<file path="src/hw/rtl/fcpr_pkg.sv">
// shared types, codes and defaults for the framed cipher packet receiver
package fcpr_pkg;

    // default frame geometry
    localparam int DEF_IV_BYTES    = 16;
    localparam int DEF_HASH_BYTES  = 32;
    localparam int DEF_BLOCK_BYTES = 16;

    // configuration reset values
    localparam logic [15:0] MAX_LEN_RESET = 16'd200;

    // input opcodes
    localparam logic OP_DATA    = 1'b0;
    localparam logic OP_RESTART = 1'b1;

    // configuration register indexes
    typedef enum logic [2:0] {
        CFG_SYNC_FIRST  = 3'd0,
        CFG_SYNC_SECOND = 3'd1,
        CFG_ALGORITHM   = 3'd2,
        CFG_MODE        = 3'd3,
        CFG_MAX_LENGTH  = 3'd4
    } fcpr_cfg_index_t;

    // parser phases
    typedef enum logic [3:0] {
        PH_SYNC1  = 4'd0,
        PH_SYNC2  = 4'd1,
        PH_ALGO   = 4'd2,
        PH_MODE   = 4'd3,
        PH_LEN_HI = 4'd4,
        PH_LEN_LO = 4'd5,
        PH_IV     = 4'd6,
        PH_CIPHER = 4'd7,
        PH_HASH   = 4'd8,
        PH_READY  = 4'd9,
        PH_ERROR  = 4'd10
    } fcpr_phase_t;

    // payload section tags
    typedef enum logic [1:0] {
        SEC_NONE   = 2'd0,
        SEC_IV     = 2'd1,
        SEC_CIPHER = 2'd2,
        SEC_HASH   = 2'd3
    } fcpr_section_t;

    // one received item
    typedef struct packed {
        logic       opcode;
        logic [7:0] rx_byte;
    } fcpr_item_t;

    // frame settings from the configuration registers
    typedef struct packed {
        logic [7:0]  sync_first;
        logic [7:0]  sync_second;
        logic [7:0]  algorithm_code;
        logic [7:0]  mode_code;
        logic [15:0] max_cipher_length;
    } fcpr_cfg_t;

    // one result item
    typedef struct packed {
        fcpr_section_t section;
        logic [7:0]    payload_byte;
        logic [15:0]   payload_index;
        logic          section_last;
        logic          packet_ready;
        logic          framing_error;
        logic [15:0]   cipher_length;
    } fcpr_result_t;

endpackage

</file>
<file path="src/hw/rtl/fcpr_frame_fsm.sv">
// frame parser: phase, length and byte counter state with the per-byte step logic
module fcpr_frame_fsm
    import fcpr_pkg::*;
#(
    parameter int IV_BYTES    = DEF_IV_BYTES,
    parameter int HASH_BYTES  = DEF_HASH_BYTES,
    parameter int BLOCK_BYTES = DEF_BLOCK_BYTES
) (
    input  logic         aclk,
    input  logic         aresetn,
    input  logic         step_en,
    input  fcpr_item_t   item,
    input  fcpr_cfg_t    cfg,
    output fcpr_result_t result
);

    localparam int REM_W = $clog2(BLOCK_BYTES + 1);

    fcpr_phase_t        phase_reg,  phase_next;
    logic [15:0]        length_reg, length_next;
    logic [15:0]        count_reg,  count_next;
    logic [REM_W-1:0]   hi_rem_reg, hi_rem_next;

    // residue tables for the length check: high byte * 256 and low byte, mod block size
    logic [REM_W-1:0] hi_tab [256];
    logic [REM_W-1:0] lo_tab [256];

    for (genvar k = 0; k < 256; k++) begin : g_rem_tab
        localparam int HI_R = (k * 256) % BLOCK_BYTES;
        localparam int LO_R = k % BLOCK_BYTES;
        assign hi_tab[k] = REM_W'(HI_R);
        assign lo_tab[k] = REM_W'(LO_R);
    end

    // parser state
    always_ff @(posedge aclk) begin
        if (!aresetn) begin
            phase_reg  <= PH_SYNC1;
            length_reg <= '0;
            count_reg  <= '0;
            hi_rem_reg <= '0;
        end else if (step_en) begin
            phase_reg  <= phase_next;
            length_reg <= length_next;
            count_reg  <= count_next;
            hi_rem_reg <= hi_rem_next;
        end
    end

    // next state and result for the current item
    always_comb begin
        logic [7:0]   data;
        logic         err;
        logic [16:0]  inc;
        logic [16:0]  limit;
        logic         last;
        logic         take;
        logic [REM_W:0] rem_sum;
        logic         rem_ok;
        logic [15:0]  len_full;

        data     = item.rx_byte;
        err      = 1'b0;
        inc      = {1'b0, count_reg} + 17'd1;
        limit    = '0;
        take     = 1'b0;
        rem_sum  = {1'b0, hi_rem_reg} + {1'b0, lo_tab[data]};
        rem_ok   = (rem_sum == '0) || (rem_sum == (REM_W+1)'(BLOCK_BYTES));
        len_full = {length_reg[15:8], data};

        phase_next  = phase_reg;
        length_next = length_reg;
        count_next  = count_reg;
        hi_rem_next = hi_rem_reg;
        result      = '0;

        if (item.opcode == OP_RESTART) begin
            phase_next  = PH_SYNC1;
            length_next = '0;
            count_next  = '0;
        end else begin
            unique case (phase_reg)
                PH_SYNC1: begin
                    if (data == cfg.sync_first) phase_next = PH_SYNC2;
                end
                PH_SYNC2: begin
                    phase_next = (data == cfg.sync_second) ? PH_ALGO : PH_SYNC1;
                end
                PH_ALGO: begin
                    if (data == cfg.algorithm_code) begin
                        phase_next = PH_MODE;
                    end else begin
                        phase_next = PH_ERROR;
                        err        = 1'b1;
                    end
                end
                PH_MODE: begin
                    if (data == cfg.mode_code) begin
                        phase_next = PH_LEN_HI;
                    end else begin
                        phase_next = PH_ERROR;
                        err        = 1'b1;
                    end
                end
                PH_LEN_HI: begin
                    length_next = {data, 8'h00};
                    hi_rem_next = hi_tab[data];
                    phase_next  = PH_LEN_LO;
                end
                PH_LEN_LO: begin
                    length_next = len_full;
                    if ((len_full == '0) || (len_full > cfg.max_cipher_length) || !rem_ok)
                    begin
                        phase_next = PH_ERROR;
                        err        = 1'b1;
                    end else begin
                        phase_next = PH_IV;
                        count_next = '0;
                    end
                end
                PH_IV: begin
                    take           = 1'b1;
                    limit          = 17'(IV_BYTES);
                    result.section = SEC_IV;
                end
                PH_CIPHER: begin
                    take           = 1'b1;
                    limit          = {1'b0, length_reg};
                    result.section = SEC_CIPHER;
                end
                PH_HASH: begin
                    take           = 1'b1;
                    limit          = 17'(HASH_BYTES);
                    result.section = SEC_HASH;
                end
                PH_READY: begin
                    phase_next = PH_READY;
                end
                default: begin
                    // error state and unused codes: discard the byte and clear
                    phase_next  = PH_SYNC1;
                    length_next = '0;
                    count_next  = '0;
                end
            endcase
        end

        // payload byte emission and section advance
        last = take && (inc >= limit);
        if (take) begin
            result.payload_byte  = data;
            result.payload_index = count_reg;
            result.section_last  = last;
            count_next           = last ? '0 : inc[15:0];
            if (last) begin
                unique case (phase_reg)
                    PH_IV:     phase_next = PH_CIPHER;
                    PH_CIPHER: phase_next = PH_HASH;
                    default:   phase_next = PH_READY;
                endcase
            end
        end

        result.packet_ready  = (phase_next == PH_READY);
        result.framing_error = err;
        result.cipher_length = length_next;
    end

endmodule

</file>
<file path="src/hw/rtl/framed_cipher_packet_receiver.sv">
// top level of the framed cipher packet receiver: channels, config registers, pipeline
//
//  channel  | handshake                | payload
//  ---------+--------------------------+-----------------------------------------------
//  s_       | s_valid / s_ready        | s_opcode, s_rx_byte
//  m_       | m_valid / m_ready        | m_section, m_payload_byte, m_payload_index,
//           |                          | m_section_last, m_packet_ready,
//           |                          | m_framing_error, m_cipher_length
//  cfg_     | cfg_valid / cfg_ready    | cfg_index, cfg_data
//
// one item per cycle unless m_ready stalls: a transfer lands in the input register, and the
// parser step runs between that register and the result register, which presents
// the result on the m_ channel.
// the input register refills in the same cycle it drains; a stalled m_ready
// holds both registers and then s_ready.
// aresetn is synchronous; it clears the parser and sets the config registers to their reset values.
module framed_cipher_packet_receiver
    import fcpr_pkg::*;
#(
    parameter int IV_BYTES    = DEF_IV_BYTES,
    parameter int HASH_BYTES  = DEF_HASH_BYTES,
    parameter int BLOCK_BYTES = DEF_BLOCK_BYTES
) (
    input  logic        aclk,
    input  logic        aresetn,

    input  logic        s_valid,
    output logic        s_ready,
    input  logic        s_opcode,
    input  logic [7:0]  s_rx_byte,

    output logic        m_valid,
    input  logic        m_ready,
    output logic [1:0]  m_section,
    output logic [7:0]  m_payload_byte,
    output logic [15:0] m_payload_index,
    output logic        m_section_last,
    output logic        m_packet_ready,
    output logic        m_framing_error,
    output logic [15:0] m_cipher_length,

    input  logic        cfg_valid,
    output logic        cfg_ready,
    input  logic [2:0]  cfg_index,
    input  logic [15:0] cfg_data
);

    fcpr_cfg_t    cfg_reg;
    logic         in_valid_reg;
    fcpr_item_t   in_item_reg;
    logic         out_valid_reg;
    fcpr_result_t out_result_reg;
    fcpr_result_t step_result;
    logic         advance;

    // configuration writes
    assign cfg_ready = 1'b1;

    always_ff @(posedge aclk) begin
        if (!aresetn) begin
            cfg_reg.sync_first        <= '0;
            cfg_reg.sync_second       <= '0;
            cfg_reg.algorithm_code    <= '0;
            cfg_reg.mode_code         <= '0;
            cfg_reg.max_cipher_length <= MAX_LEN_RESET;
        end else if (cfg_valid && cfg_ready) begin
            unique case (cfg_index)
                CFG_SYNC_FIRST:  cfg_reg.sync_first        <= cfg_data[7:0];
                CFG_SYNC_SECOND: cfg_reg.sync_second       <= cfg_data[7:0];
                CFG_ALGORITHM:   cfg_reg.algorithm_code    <= cfg_data[7:0];
                CFG_MODE:        cfg_reg.mode_code         <= cfg_data[7:0];
                CFG_MAX_LENGTH:  cfg_reg.max_cipher_length <= cfg_data;
                default: ;
            endcase
        end
    end

    // pipeline flow control
    assign advance = in_valid_reg && (!out_valid_reg || m_ready);
    assign s_ready = !in_valid_reg || advance;

    // input register
    always_ff @(posedge aclk) begin
        if (!aresetn) begin
            in_valid_reg <= 1'b0;
        end else if (s_valid && s_ready) begin
            in_valid_reg <= 1'b1;
        end else if (advance) begin
            in_valid_reg <= 1'b0;
        end
    end

    always_ff @(posedge aclk) begin
        if (s_valid && s_ready) begin
            in_item_reg.opcode  <= s_opcode;
            in_item_reg.rx_byte <= s_rx_byte;
        end
    end

    // parser step
    fcpr_frame_fsm #(
        .IV_BYTES    (IV_BYTES),
        .HASH_BYTES  (HASH_BYTES),
        .BLOCK_BYTES (BLOCK_BYTES)
    ) u_frame_fsm (
        .aclk    (aclk),
        .aresetn (aresetn),
        .step_en (advance),
        .item    (in_item_reg),
        .cfg     (cfg_reg),
        .result  (step_result)
    );

    // result register
    always_ff @(posedge aclk) begin
        if (!aresetn) begin
            out_valid_reg <= 1'b0;
        end else if (advance) begin
            out_valid_reg <= 1'b1;
        end else if (m_ready) begin
            out_valid_reg <= 1'b0;
        end
    end

    always_ff @(posedge aclk) begin
        if (advance) begin
            out_result_reg <= step_result;
        end
    end

    // result channel
    assign m_valid         = out_valid_reg;
    assign m_section       = out_result_reg.section;
    assign m_payload_byte  = out_result_reg.payload_byte;
    assign m_payload_index = out_result_reg.payload_index;
    assign m_section_last  = out_result_reg.section_last;
    assign m_packet_ready  = out_result_reg.packet_ready;
    assign m_framing_error = out_result_reg.framing_error;
    assign m_cipher_length = out_result_reg.cipher_length;

endmodule

</file>
<file path="config.mk">
export PLATFORM = sky130hd
export DESIGN_NAME = framed_cipher_packet_receiver
export DESIGN_NICKNAME = d
export VERILOG_FILES = /design/src/hw/rtl/fcpr_pkg.sv /design/src/hw/rtl/fcpr_frame_fsm.sv /design/src/hw/rtl/framed_cipher_packet_receiver.sv
export SDC_FILE = /design/constraint.sdc
export NUM_CORES = 1
export LEC_CHECK = 0
export BUFFER_PORTS_ARGS = -buffer_cell sky130_fd_sc_hd__buf_2
export CAP_MARGIN = 0
export CORE_MARGIN = 5
export CORE_UTILIZATION = 63
export CTS_CLUSTER_SIZE = 40
export DETAILED_ROUTE_END_ITERATION = 6
export PLACE_DENSITY_LB_ADDON = 0.25
export SLEW_MARGIN = 20
export SYNTH_ARGS = -nofsm -noshare
export SYNTH_HDL_FRONTEND = slang
export SYNTH_SLANG_ARGS = --single-unit
</file>
<file path="constraint.sdc">
create_clock -name aclk -period 8.6 [get_ports aclk]
set_input_delay 0 -clock aclk [delete_from_list [all_inputs] [get_ports aclk]]
set_output_delay 0 -clock aclk [all_outputs]
set_load 0.01 [all_outputs]
</file>
* After elaboration in Yosys (flattened, before gate mapping)
Memory sizes are Yosys's and may differ from the RTL's. A register that Yosys moved wholly into a read port is not among the register bits. Cells that the tools add are included. Widths: inputs -> output; s select.
Storage, ports and cells: ROM bits 2560, output and inout bits 48, word-level logic and storage cells 109, flip-flop bits (word level) 140, memories 2
Memories:
- (no name shown) | words 256, width 5, read ports 1, clocked after memory_dff 1, wr ports 0, line fcpr_frame_fsm.sv:107 | hi_rem_next = hi_tab[data];
- (no name shown) | words 256, width 5, read ports 1, clocked after memory_dff 0, wr ports 0, line fcpr_frame_fsm.sv:67 | rem_sum = {1'b0, hi_rem_reg} + {1'b0, lo_tab[data]};
Operators by class: reductions and logical operators 28, eq/ne operators 21, bitwise gates (word level) 2, multiplexer cells 32, add/subtract/negate cells 2, magnitude comparators 3
Operator list (number):
- $pmux 16 s3 | 2
- $mux 16 | 5
- $eq 8x8->1 | 4
- $pmux 16 s2 | 1
- $pmux 4 s8 | 1
- $mux 4 | 7
- $add 16x1->17 const B | 1
- $ge 17x17->1 | 1
- $mux 17 | 1
- $eq 4x3->1 const B | 4
- $gt 16x16->1 | 1
- $logic_not 16->1 | 1
- $eq 4x4->1 const B | 3
- $mux 5 | 2
- $reduce_and 2->1 | 5
- $ge 9x9->1 const B | 1
- $mux 1 | 9
- $not 8->9 | 1
- $reduce_or 9->1 | 1
- $eq 4x2->1 const B | 2
- $pmux 4 s2 | 1
- $reduce_or 8->1 | 1
- $add 5x5->6 | 1
- $eq 3x2->1 const B | 2
- other kinds (19) | 30

* Depth between registers and ports, before layout
Gate-level depths: netlist of the first run.
word-level depth 15, gate-level depth with buffers 17, mapped depth without buffers 15

* Modules after synthesis
From an unflattened synthesis of the first run, not the netlist that was laid out.
Second synthesis, totals: cell total of the unflattened synthesis 768, area, all modules 7372.1 um^2
Modules (own cells, without submodules):
- fcpr_frame_fsm | area each 3818.7 um^2, times used 1, sequential area each 720.7 um^2, cells an instance 521
- framed_cipher_packet_receiver | area each 3553.4 um^2, times used 1, sequential area each 2622.5 um^2, cells an instance 247

* Least setup slack after synthesis of the first run
OpenSTA, ideal clock, no wires.
kind flip-flop to flip-flop, from register u_frame_fsm.phase_reg[1], to register u_frame_fsm.count_reg[14], setup time 0.060 ns, clock period less this slack 3.611 ns, stages on the path, launching flop included 18, slack 4.989 ns, data arrival time 3.551 ns, path buffers 3, path through dfxtp_1 buf_2 nand2b_1 nor2_1 nand2_1 nor2_1 clkbuf_1 nand2_1 ha_1 a211o_1 o211ai_2 o2111ai_2 o211ai_4 nand2_4 nor4_4 and2_1 buf_6 a32o_2
On the way: word-level cells in the longest chain between the ends 7, elaborated cells on any way between the ends 25, those cells by class order compare: 1; eq/ne: 11; mux: 8; reduce/logical: 5
RTL lines:
- start: declaration | line fcpr_frame_fsm.sv:19 | fcpr_phase_t phase_reg, phase_next;
- start signal: assignment | line fcpr_frame_fsm.sv:43 | phase_reg <= phase_next;
- $eq 4x4->1 or $eq 4x3->1 (tied branches) | line fcpr_frame_fsm.sv:82 | unique case (phase_reg)
- $pmux 16 s3 or $reduce_or 3->1 (tied branches)
- $mux 17 or $mux 1 (tied branches) | line fcpr_frame_fsm.sv:77, fcpr_frame_fsm.sv:82
- $ge 17x17->1 or $mux 1 (tied branches) | line fcpr_frame_fsm.sv:149, fcpr_frame_fsm.sv:77
- $logic_and 1x1->1 | line fcpr_frame_fsm.sv:149 | last = take && (inc >= limit);
- $mux 16 | line fcpr_frame_fsm.sv:154 | count_next = last ? '0 : inc[15:0];
- $mux 16 | line fcpr_frame_fsm.sv:150 | if (take) begin
- end signal: assignment | line fcpr_frame_fsm.sv:45 | count_reg <= count_next;
- end: declaration | line fcpr_frame_fsm.sv:21 | logic [15:0] count_reg, count_next;
Several ways; a longest one is shown, not always the timed one. A chain may end at the register's enable or synchronous reset.

* Worst setup path after layout of the first run
Ends and elaborated chain as after synthesis.

==> results.py, run 1 <==
metrics = {
    "run_status": {
        "status": "complete, no violations",
    },
    "clocking": {
        "ctsHtreeMaxLevel": 4,
        "clk_latency_ns": 0.43,
        "clock-sinks": 140,
        "cts_resized": 0,
        "cts_max_path_buffers": 2,
        "cts_root_buf": "clkbuf_16",
        "cts_buffers": 17,
        "clk_pin_slew_ns": 0.06,
        "cts_setup_buffers": 0,
        "ctsHoldBuffers": 28,
        "cts_tree": "done",
    },
    "global_routing": {
        "gr-max-usage-layer": "met2",
        "grt_pass1_vias": 5822,
        "grt_use_total": 0.2778,
        "grt_start_max_net_pins": 89,
        "use_met2": 0.4695,
        "gr-total-overflow": 0,
        "grt_use_met3": 0.07609,
        "use_met1": 0.3318,
        "grt_pass1_wl_mm": 28.84,
        "antenna_found_initial": 0,
    },
    "yosys": {
        "synth_warnings": 0,
        "ys_ff_latch": 140,
        "synth_edf_count": 54,
        "synth_ff_type": "dfxtp_1",
        "synth_nets": 826,
        "netlist_area_um2": 7211,
        "synth.avg_cell_area_um2": 9.488,
        "synthCells": 760,
        "ys_seq_area_frac": 0.4636,
        "ys_async_sr_fraction": 0,
        "yosysUniqueCellTypes": 66,
    },
    "timing": {
        "hold_violations": 0,
        "final.min_clock_period_ns": 4.462,
        "relSlewSlack": 0.2696,
        "timing_worst_slew_pin_value_ns": 1.096,
        "finalHoldWorstSlack_ns": 0.1442,
        "finalMaxSlewViolations": 0,
        "setup_tns_ns": 0,
        "fin_skew_ns": 0.01097,
        "setup_viol": 0,
        "fmax_mhz": 224.1,
        "rsz0062_at_grt": "no",
        "fin_crit_sh": 0.5188,
    },
    "floorplanning": {
        "dieArea_um2": 13690,
        "io_pins": 81,
        "initial_core_util": 0.6369,
        "core_um2": 11320,
        "rows": 39,
        "dieWidth_um": 117.0,
        "die_y_um": 117.0,
    },
    "setup_path": {
        "crit_arrival_ns": 4.83,
        "r2r-end": "u_frame_fsm.count_reg[14]",
        "r2r_start": "u_frame_fsm.phase_reg[1]",
        "end_kind": "flop",
        "path_class": "reg -> reg",
        "critPathRequiredTime_ns": 8.97,
        "crit_path_start_kind": "flop",
        "reg2reg_depth": 14,
        "reg2reg_slack_ns": 4.14,
        "path_max_fanout": 14,
    },
    "min_path": {
        "min_from": "cfg_index[1]",
        "hold_end": "cfg_reg[16]",
        "min_path_cells": 4,
        "min_path_type": "in -> reg",
    },
    "cells_and_area": {
        "nets": 913,
        "antenna_cells": 0,
        "largest_reg_flops": 48,
        "drive_above_1_share": 0.1570,
        "layout.cells.non_filler": 1003,
        "area.growth.synth_to_final_pct": 17.98,
    },
    "detailed_routing": {
        "via_per_inst": 5.938,
        "drc": 0,
        "wl_per_cell_um": 18.10,
        "vias": 5956,
        "drt_iter0_markers": 642,
        "detail-route-antenna-nets": 0,
        "drt_first_pass_iters": 7,
        "drt-total-wl_mm": 18.16,
    },
    "power": {
        "ir_drop_mv": 0.1817,
        "leakage_nw": 3.298,
        "powerDensity_nw_per_um2": 185.6,
    },
    "placement": {
        "placedCellCount": 943,
        "numPortBuffers": 79,
        "finalWeightedCongestion": 0.9622,
        "dp.final_hpwl_mm": 12.03,
    },
    "flow_run": {
        "cap_violations": 0,
    },
}
cell families after synthesis:
logic type / Yosys count / synth area share
simple gates: 307 / 0.1997
compound gates: 160 / 0.1733
flops: 140 / 0.4636
buf+inv: 65 / 0.03852
xor+xnor: 46 / 0.05587
fa+ha+maj: 33 / 0.05726
mux: 8 / 0.01111
other cells: 1 / 0.0005201
layer usage:
layer	up-vias	part of all wire
met5	-	0
met4	0	0.028
met3	45	0.069
met2	223	0.50
met1	2846	0.41
li1	2842	-
final cells by class:
| type | instances | area (um^2) |
|---|---|---|
| Clock buffer | 26 | 500.5 |
| Clock inverter | 6 | 106.4 |
| Fill cell | 816 | 2814 |
| Inverter | 22 | 82.58 |
| Multi-Input combinational cell | 555 | 3590 |
| Sequential cell | 140 | 3343 |
| Tap cell | 143 | 178.9 |
| Timing Repair Buffer | 111 | 705.7 |
worst max-delay path, stage by stage (launching register included):
cell	delay [ns]
dfxtp_1	0.63
nand2b_1	0.17
nor2_1	0.29
nand2_1	0.14
nor2_1	0.73
nand2_1	0.14
ha_1	0.33
a211o_1	0.31
o211ai_2	0.09
o2111ai_2	0.16
o211ai_4	0.30
nand2_4	0.10
nor4_4	0.46
and2_1	0.37
a32o_2	0.17
cell usage in the layout (no fill, tap or decap), types with 7 or more instances in the layout:
master,n
inv_1,21
nor2b_1,15
a22oi_1,16
a21boi_0,53
nor2_1,46
ha_1,33
xnor2_1,20
nor3_1,12
clkbuf_16,18
o21ai_0,20
nand4_1,13
edfxtp_1,54
nand3_1,15
nand2_1,148
and2_1,27
xor2_1,26
buf_2,79
a21oi_1,14
dlygate4sd3_1,28
and3_1,7
mux2i_1,8
dfxtp_1,86
power by group:
part / switching [mW] / internal, mW / total [mW]
Combinational: 0.0585 / 0.0429 / 0.101
Sequential: 0.0192 / 0.706 / 0.725
Clock: 0.265 / 0.488 / 0.752
stage by stage:
stage               area, um^2  setup slack, ns  utilization  total power, mW
finish                    8507            4.138       0.7514            1.579
global placement          7620            4.372       0.6731           0.8235
floorplan                 7211            4.989            -           0.7904
CTS                       8507            4.186       0.7514            1.585
detailed placement        7620            4.235       0.6731           0.8277
global route              8507            3.764       0.7514            1.631
how the worst max path moves through the flow:
stage	start	to	slack (ns)	cells past startpoint
3_3_place_gp	u_frame_fsm.phase_reg[1]	u_frame_fsm.count_reg[9]	4.37	14
2_1_floorplan	u_frame_fsm.phase_reg[1]	u_frame_fsm.count_reg[14]	4.99	17
3_5_place_dp	u_frame_fsm.phase_reg[1]	u_frame_fsm.count_reg[14]	4.24	14
6_report	u_frame_fsm.phase_reg[1]	u_frame_fsm.count_reg[14]	4.14	14
5_1_grt	u_frame_fsm.phase_reg[1]	u_frame_fsm.count_reg[1]	3.76	13
4_1_cts	u_frame_fsm.phase_reg[1]	u_frame_fsm.count_reg[14]	4.19	14
synthesized netlist by cell type (3+ instances only):
cell type	count	area share
dfxtp_1	86	0.24
a22oi_1	16	0.017
o21ai_0	20	0.014
nand2b_1	4	0.0035
a21boi_0	53	0.055
nor4_1	6	0.0052
nor3_1	12	0.0083
and2_1	27	0.023
o211a_1	5	0.0069
a32o_2	3	0.0047
xor2_1	26	0.032
clkbuf_1	33	0.017
ha_1	33	0.057
nand2_1	148	0.077
inv_1	22	0.011
a31oi_1	6	0.0052
a21o_2	5	0.0061
buf_4	6	0.0062
buf_2	3	0.0021
a21oi_1	14	0.0097
nor2b_1	15	0.013
edfxtp_1	54	0.22
nand3_1	15	0.010
nand4_1	13	0.011
o2bb2ai_1	4	0.0049
mux2i_1	8	0.011
o211ai_1	5	0.0052
nor2_1	46	0.024
a211oi_1	3	0.0031
and3_1	7	0.0061
xnor2_1	20	0.024
Note: power is estimated with default switching activity, not from simulation.
==> inputs of run 2 (changes only) <==
Settings changed: ABC_AREA set to 1, CORE_UTILIZATION 63 to 59.
Clock period 8.6 ns to 4.3 ns, I/O delays scaled along.
==> results.py, run 2 <==
metrics = {
    "yosys": {
        "ys_top_cells_by_count": "nand2_1, nor2_1, inv_1",
        "synthCells": 864,
        "ys_seq_area_frac": 0.4772,
        "synth_warnings": 0,
        "synth_edf_count": 54,
        "synth_top_area_cell": "dfxtp_1",
        "synth_top_area_share": 0.2458,
        "yosys-top-cells-area": "dfxtp_1, edfxtp_1, nand2_1, nor2_1, ha_1",
        "yosys.cell_count.top_type": "nand2_1",
        "yosysUniqueCellTypes": 38,
        "synth.avg_cell_area_um2": 8.108,
        "synth_nets": 930,
        "ys_ff_latch": 140,
        "synth_ff_type": "dfxtp_1",
        "netlist_area_um2": 7005,
        "ys_async_sr_fraction": 0,
    },
    "setup_path": {
        "end_kind": "flop",
        "reg2reg_depth": 19,
        "path_max_fanout": 16,
        "r2r-end": "u_frame_fsm.count_reg[14]",
        "crit_arrival_ns": 3.67,
        "reg2reg_slack_ns": 0.97,
        "critPathRequiredTime_ns": 4.64,
        "r2r_start": "u_frame_fsm.count_reg[2]",
        "crit_path_start_kind": "flop",
        "path_class": "reg -> reg",
    },
    "clocking": {
        "cts_root_buf": "clkbuf_16",
        "clock-sinks": 140,
        "ctsHtreeMaxLevel": 4,
        "cts_tree": "done",
        "clk_latency_ns": 0.43,
        "cts_setup_buffers": 0,
        "cts_resized": 0,
        "cts_max_path_buffers": 2,
        "cts_buffers": 17,
        "clk_pin_slew_ns": 0.06,
    },
    "placement": {
        "placedCellCount": 1054,
        "pre_cts_ws_ns": 0.9982,
        "numPortBuffers": 79,
        "dp.final_hpwl_mm": 11.46,
        "finalWeightedCongestion": 0.9521,
        "placed_area_um2": 7445,
    },
    "detailed_routing": {
        "drt_first_pass_iters": 5,
        "drt-total-wl_mm": 16.72,
        "drt_iter0_markers": 490,
        "detail-route-antenna-nets": 0,
        "via_per_inst": 5.429,
        "vias": 6053,
        "wl_per_cell_um": 14.99,
        "drc": 0,
    },
    "floorplanning": {
        "dieArea_um2": 14150,
        "dieWidth_um": 119.0,
        "die_y_um": 119.0,
        "initial_core_util": 0.6083,
        "io_pins": 81,
        "core_um2": 11520,
        "rows": 39,
    },
    "power": {
        "leakage_nw": 3.588,
        "powerDensity_nw_per_um2": 379.7,
        "p_comb_frac": 0.100,
        "pwr-share-clk": 0.430,
        "ir_drop_mv": 0.3074,
        "power_mw": 3.145,
        "seq_power_share": 0.471,
        "swShare": 0.2420,
        "internal_power_mw": 2.384,
        "switchingPower_uw": 760.9,
    },
    "min_path": {
        "hold_end": "cfg_reg[38]",
        "min_path_type": "in -> reg",
        "min_path_cells": 4,
        "min_from": "cfg_index[1]",
    },
    "global_routing": {
        "grt_pass1_vias": 5841,
        "grt_pass1_wl_mm": 28.12,
        "gr-total-overflow": 0,
        "grt_start_max_net_pins": 76,
        "antenna_found_initial": 0,
        "grt_use_total": 0.2512,
    },
    "run_status": {
        "status": "complete, no violations",
    },
    "flow_run": {
        "cap_violations": 0,
    },
    "timing": {
        "setup_viol": 0,
        "rsz0062_at_grt": "no",
        "relSlewSlack": 0.3320,
        "fmax_mhz": 300.6,
        "setup_tns_ns": 0,
        "finalMaxSlewViolations": 0,
        "timing_worst_slew_pin_value_ns": 1.002,
        "finalHoldWorstSlack_ns": 0.02437,
        "final.min_clock_period_ns": 3.326,
        "fin_crit_sh": 0.7736,
        "fin_skew_ns": 0.007383,
        "hold_violations": 0,
        "setup_ws_ns": 0.9736,
    },
    "cells_and_area": {
        "area.growth.synth_to_final_pct": 18.24,
        "final_cell_mix": "nand2_1, nor2_1, inv_1",
        "fin_area_um2": 8283,
        "mostFrequentLayoutCell": "nand2_1",
        "nFillCells": 887,
        "drive_above_1_share": 0.1440,
        "layout.cells.non_filler": 1115,
        "antenna_cells": 0,
        "nets": 1025,
        "utilization": 0.7193,
        "largest_reg_flops": 48,
    },
}
## run 2: cell count changes in the layout (fill, tap and decap cells not counted), moves of 27 or more
cell / change
a21oi_1: +53
a21boi_0: -53
nor2_1: +77
and2_1: -27
o21ai_0: +49
inv_1: +81
## run 2: kinds of logic after synthesis
family / Yosys count / share of synthesized area
flip-flops: 140 / 0.4772
adder cells (fa/ha/maj): 33 / 0.05894
buffers and inverters: 145 / 0.08037
other: 1 / 0.0005353
AO/OA/AOI/OAI: 160 / 0.1207
XOR/XNOR: 34 / 0.04251
AND/OR/NAND/NOR: 351 / 0.2197
## run 2: worst max-delay path by stage
stage	end	cells past startpoint	slack, ns	start
floorplan	u_frame_fsm.count_reg[10]	20	1.40	u_frame_fsm.count_reg[2]
global placement	u_frame_fsm.count_reg[1]	19	1.12	u_frame_fsm.count_reg[2]
detailed placement	u_frame_fsm.count_reg[14]	19	1.0	u_frame_fsm.count_reg[2]
CTS	u_frame_fsm.count_reg[14]	19	0.97	u_frame_fsm.count_reg[2]
global route	u_frame_fsm.count_reg[1]	18	0.62	in_item_reg[8]
finish	u_frame_fsm.count_reg[14]	19	0.97	u_frame_fsm.count_reg[2]
## run 2: per-layer routing
metal,global-route usage,routed length (um)
met1,0.3064,7141
met4,0.1260,550
met3,0.06588,1073
met5,0,0
met2,0.4131,7950
## run 2: area by class of cell
| type | count | area [um^2] | share of cell area |
|---|---|---|---|
| Sequential cell | 140 | 3343 | 0.4036 |
| Multi-Input combinational cell | 579 | 3099 | 0.3742 |
| Timing Repair Buffer | 109 | 693.2 | 0.08369 |
| Clock buffer | 24 | 481.7 | 0.05816 |
| Inverter | 112 | 420.4 | 0.05076 |
| Tap cell | 143 | 178.9 | 0.02160 |
| Clock inverter | 8 | 66.31 | 0.008006 |
## run 2: critical path: stages (launching register included)
cell     delay, ns
dfxtp_1       0.42
nand3_2       0.13
nor3_2        0.19
nand3_1       0.16
nor3_2        0.23
nand3_1       0.16
nor2_1        0.14
xor2_1        0.16
inv_1         0.08
ha_1          0.28
nand2_1       0.06
inv_1         0.04
nand3_1       0.06
nor3_1        0.04
a31o_2        0.19
nor2_1        0.19
nand3_2       0.12
nor2_4        0.34
nand2_1       0.10
a21oi_1       0.15
## run 2: power groups by stage
stage / logic, mW / registers [mW] / clock network [mW]
after floorplan: 0.197 / 1.50 / 0
after global placement: 0.282 / 1.51 / 0
after detailed placement: 0.287 / 1.51 / 0
after CTS: 0.309 / 1.48 / 1.37
after global routing: 0.354 / 1.49 / 1.44
final: 0.313 / 1.48 / 1.35
## run 2: timing repair
| item | CTS | global route |
|---|---|---|
| hold buffers | 29 | 0 |
| endpoints found under the setup margin | 0 | 0 |
| hold endpoints to repair | 58 | 0 |
==> inputs of run 3 (changes only) <==
Settings changed: CORE_UTILIZATION 59 to 53.
Clock period 4.3 ns to 2.8 ns, I/O delays scaled along.
==> results.py, run 3 (same netlist as run 2, synthesis figures left out) <==
metrics = {
    "run_status": {
        "status": "complete, but fails checks",
        "violations": "setup timing",
    },
    "setup_path": {
        "path_max_fanout": 8,
        "slowest_stage": "dfxtp_4",
        "path_cells": "nand3_4 > nor3_4 > nand3_2 > nor3_4 > nand3_2 > nor2_2 > xor2_1 > inv_1 > ha_1 > nand2_1 > inv_2 > nand3_2 > nor3_2 > a31o_2 > nor2_4 > nand3_2 > nor2_4 > clkbuf_16 > nand2_2 > a21oi_1",
        "critPathMaxStageDelay_ns": 0.37,
        "r2r-end": "u_frame_fsm.count_reg[7]",
        "r2r_start": "u_frame_fsm.count_reg[1]",
        "crit_buf_inv": 3,
        "crit_arrival_ns": 3.24,
        "crit_top_cell": "nand3_2",
        "end_kind": "flop",
        "reg2reg_depth": 20,
        "path_class": "reg -> reg",
        "crit_family": "simple AND/OR/NAND/NOR gates",
        "critPathRequiredTime_ns": 3.14,
        "reg2reg_slack_ns": -0.1,
        "crit_path_start_kind": "flop",
    },
    "floorplanning": {
        "io_pins": 81,
        "dieArea_um2": 15620,
        "initial_core_util": 0.5354,
        "die_y_um": 125.0,
        "dieWidth_um": 125.0,
        "rows": 42,
        "core_um2": 13090,
    },
    "power": {
        "swShare": 0.2452,
        "leakage_nw": 3.930,
        "seq_power_share": 0.453,
        "internal_power_mw": 3.742,
        "switchingPower_mw": 1.216,
        "p_comb_frac": 0.106,
        "pwr-share-clk": 0.441,
        "ir_drop_mv": 0.4026,
        "powerDensity_nw_per_um2": 555.4,
    },
    "cells_and_area": {
        "nets": 1069,
        "utilization": 0.6823,
        "layout.cells.non_filler": 1192,
        "mostFrequentLayoutCell": "nand2_1",
        "seqCellArea_um2": 3358,
        "drive_above_1_share": 0.2195,
        "antenna_cells": 0,
        "nFillCells": 1041,
        "area.growth.synth_to_final_pct": 27.43,
        "fin_area_um2": 8927,
        "final_cell_mix": "nand2_1, nor2_1, inv_1",
        "largest_reg_flops": 48,
        "multi_input_area_um2": 3286,
    },
    "timing": {
        "final.min_clock_period_ns": 2.899,
        "rsz0062_at_grt": "yes",
        "fin_skew_ns": 0.007257,
        "hold_violations": 0,
        "fin_crit_sh": 1.035,
        "setup_viol": 17,
        "timing_worst_slew_pin_value_ns": 0.8749,
        "finalMaxSlewViolations": 0,
        "fmax_mhz": 345.0,
        "relSlewSlack": 0.4151,
        "setup_ws_ns": -0.09861,
    },
    "placement": {
        "placedCellCount": 1128,
        "pre_cts_ws_ns": -0.2130,
        "dp.final_hpwl_mm": 11.95,
        "numPortBuffers": 79,
        "placed_area_um2": 7833,
        "finalWeightedCongestion": 0.8611,
    },
    "clocking": {
        "cts_tree": "done",
        "clock-sinks": 140,
        "clk_pin_slew_ns": 0.06,
        "cts_root_buf": "clkbuf_16",
        "clk_latency_ns": 0.42,
        "ctsHtreeMaxLevel": 4,
        "cts_max_path_buffers": 2,
        "cts_buffers": 17,
    },
    "global_routing": {
        "grt_start_max_net_pins": 67,
        "grt_pass1_wl_mm": 28.01,
        "use_met1": 0.2726,
        "gr-max-usage-layer": "met2",
        "grt_use_met3": 0.04733,
        "use_met2": 0.3866,
        "antenna_found_initial": 0,
        "grt_use_total": 0.2223,
        "grt_pass1_vias": 5865,
        "gr-total-overflow": 0,
    },
    "flow_run": {
        "cap_violations": 0,
    },
    "detailed_routing": {
        "drc": 0,
        "detail-route-antenna-nets": 0,
        "wl_per_cell_um": 14.52,
        "drt-total-wl_mm": 17.30,
        "drt_iter0_markers": 395,
        "drt_first_pass_iters": 7,
        "via_per_inst": 5.176,
        "vias": 6170,
    },
    "min_path": {
        "min_path_cells": 5,
        "min_from": "cfg_index[0]",
        "hold_end": "cfg_reg[39]",
        "min_path_type": "in -> reg",
    },
}
==> run 3: changes by cell type in the layout (fill, tap and decap cells not counted), sizes merged <==
cell and change:
clkbuf -1, inv +4, clkinv -2, dlygate4sd3 -1, buf +44
==> run 3: per-layer routing <==
layer	vias up	part of all wire
met5	-	0
met4	0	0.018
met3	25	0.050
met2	168	0.50
met1	2864	0.43
li1	3113	-
==> run 3: stage by stage <==
| stage | setup TNS [ns] | hold WS, ns | total power [mW] |
|---|---|---|---|
| global route | -4.963 | 0.1016 | 5.155 |
| finish | -1.096 | 0.08790 | 4.958 |
| floorplan | -0.5507 | 0.09887 | 2.603 |
| detailed placement | -2.978 | 0.1781 | 2.776 |
| CTS | -0.05943 | 0.06488 | 4.977 |
| global placement | -1.698 | 0.1765 | 2.766 |
==> run 3: repair_timing <==
| action | in CTS | in global routing |
|---|---|---|
| buffers inserted | 2 | 1 |
| endpoints found under the hold margin | 57 | 0 |
| cloned | 0 | 1 |
| gates resized for setup | 16 | 27 |
| setup endpoints to repair | 22 | 22 |
| pin swaps | 8 | 3 |
| hold buffers | 28 | 0 |
==> run 3: worst max path at each step <==
stage                             startpoint                        to  slack [ns]  cells past startpoint
finish              u_frame_fsm.count_reg[1]  u_frame_fsm.count_reg[7]        -0.1                     20
global route        u_frame_fsm.count_reg[0]  u_frame_fsm.count_reg[7]       -0.28                     20
CTS                 u_frame_fsm.count_reg[1]  u_frame_fsm.count_reg[2]       -0.02                     20
detailed placement  u_frame_fsm.count_reg[1]            m_packet_ready       -0.21                     21
global placement    u_frame_fsm.count_reg[1]            m_packet_ready       -0.15                     21
floorplan           u_frame_fsm.count_reg[2]            m_packet_ready       -0.06                     21
==> run 3: worst min-delay path, delay by kind of cell <==
family                 cells  cell delay [ns]
AND/OR/NAND/NOR            2             0.14
AO/OA/AOI/OAI              1             0.14
buffers and inverters      2             0.19
==> run 3: layout make-up <==
cell class	count	area share
tap	176	0.02467
timing repair buffer	153	0.1191
sequential	140	0.3762
clock buffer	22	0.05564
inverter	112	0.04709
clock inverter	10	0.009250
multi-input combinational	579	0.3680
==> run 3: power by group through the flow <==
stage               clock network [mW]  logic [mW]  registers, mW
finish                            2.19       0.523           2.25
detailed placement                   0       0.485           2.29
CTS                               2.21       0.518           2.25
global route                      2.31       0.589           2.26
global placement                     0       0.478           2.29
floorplan                            0       0.303           2.30
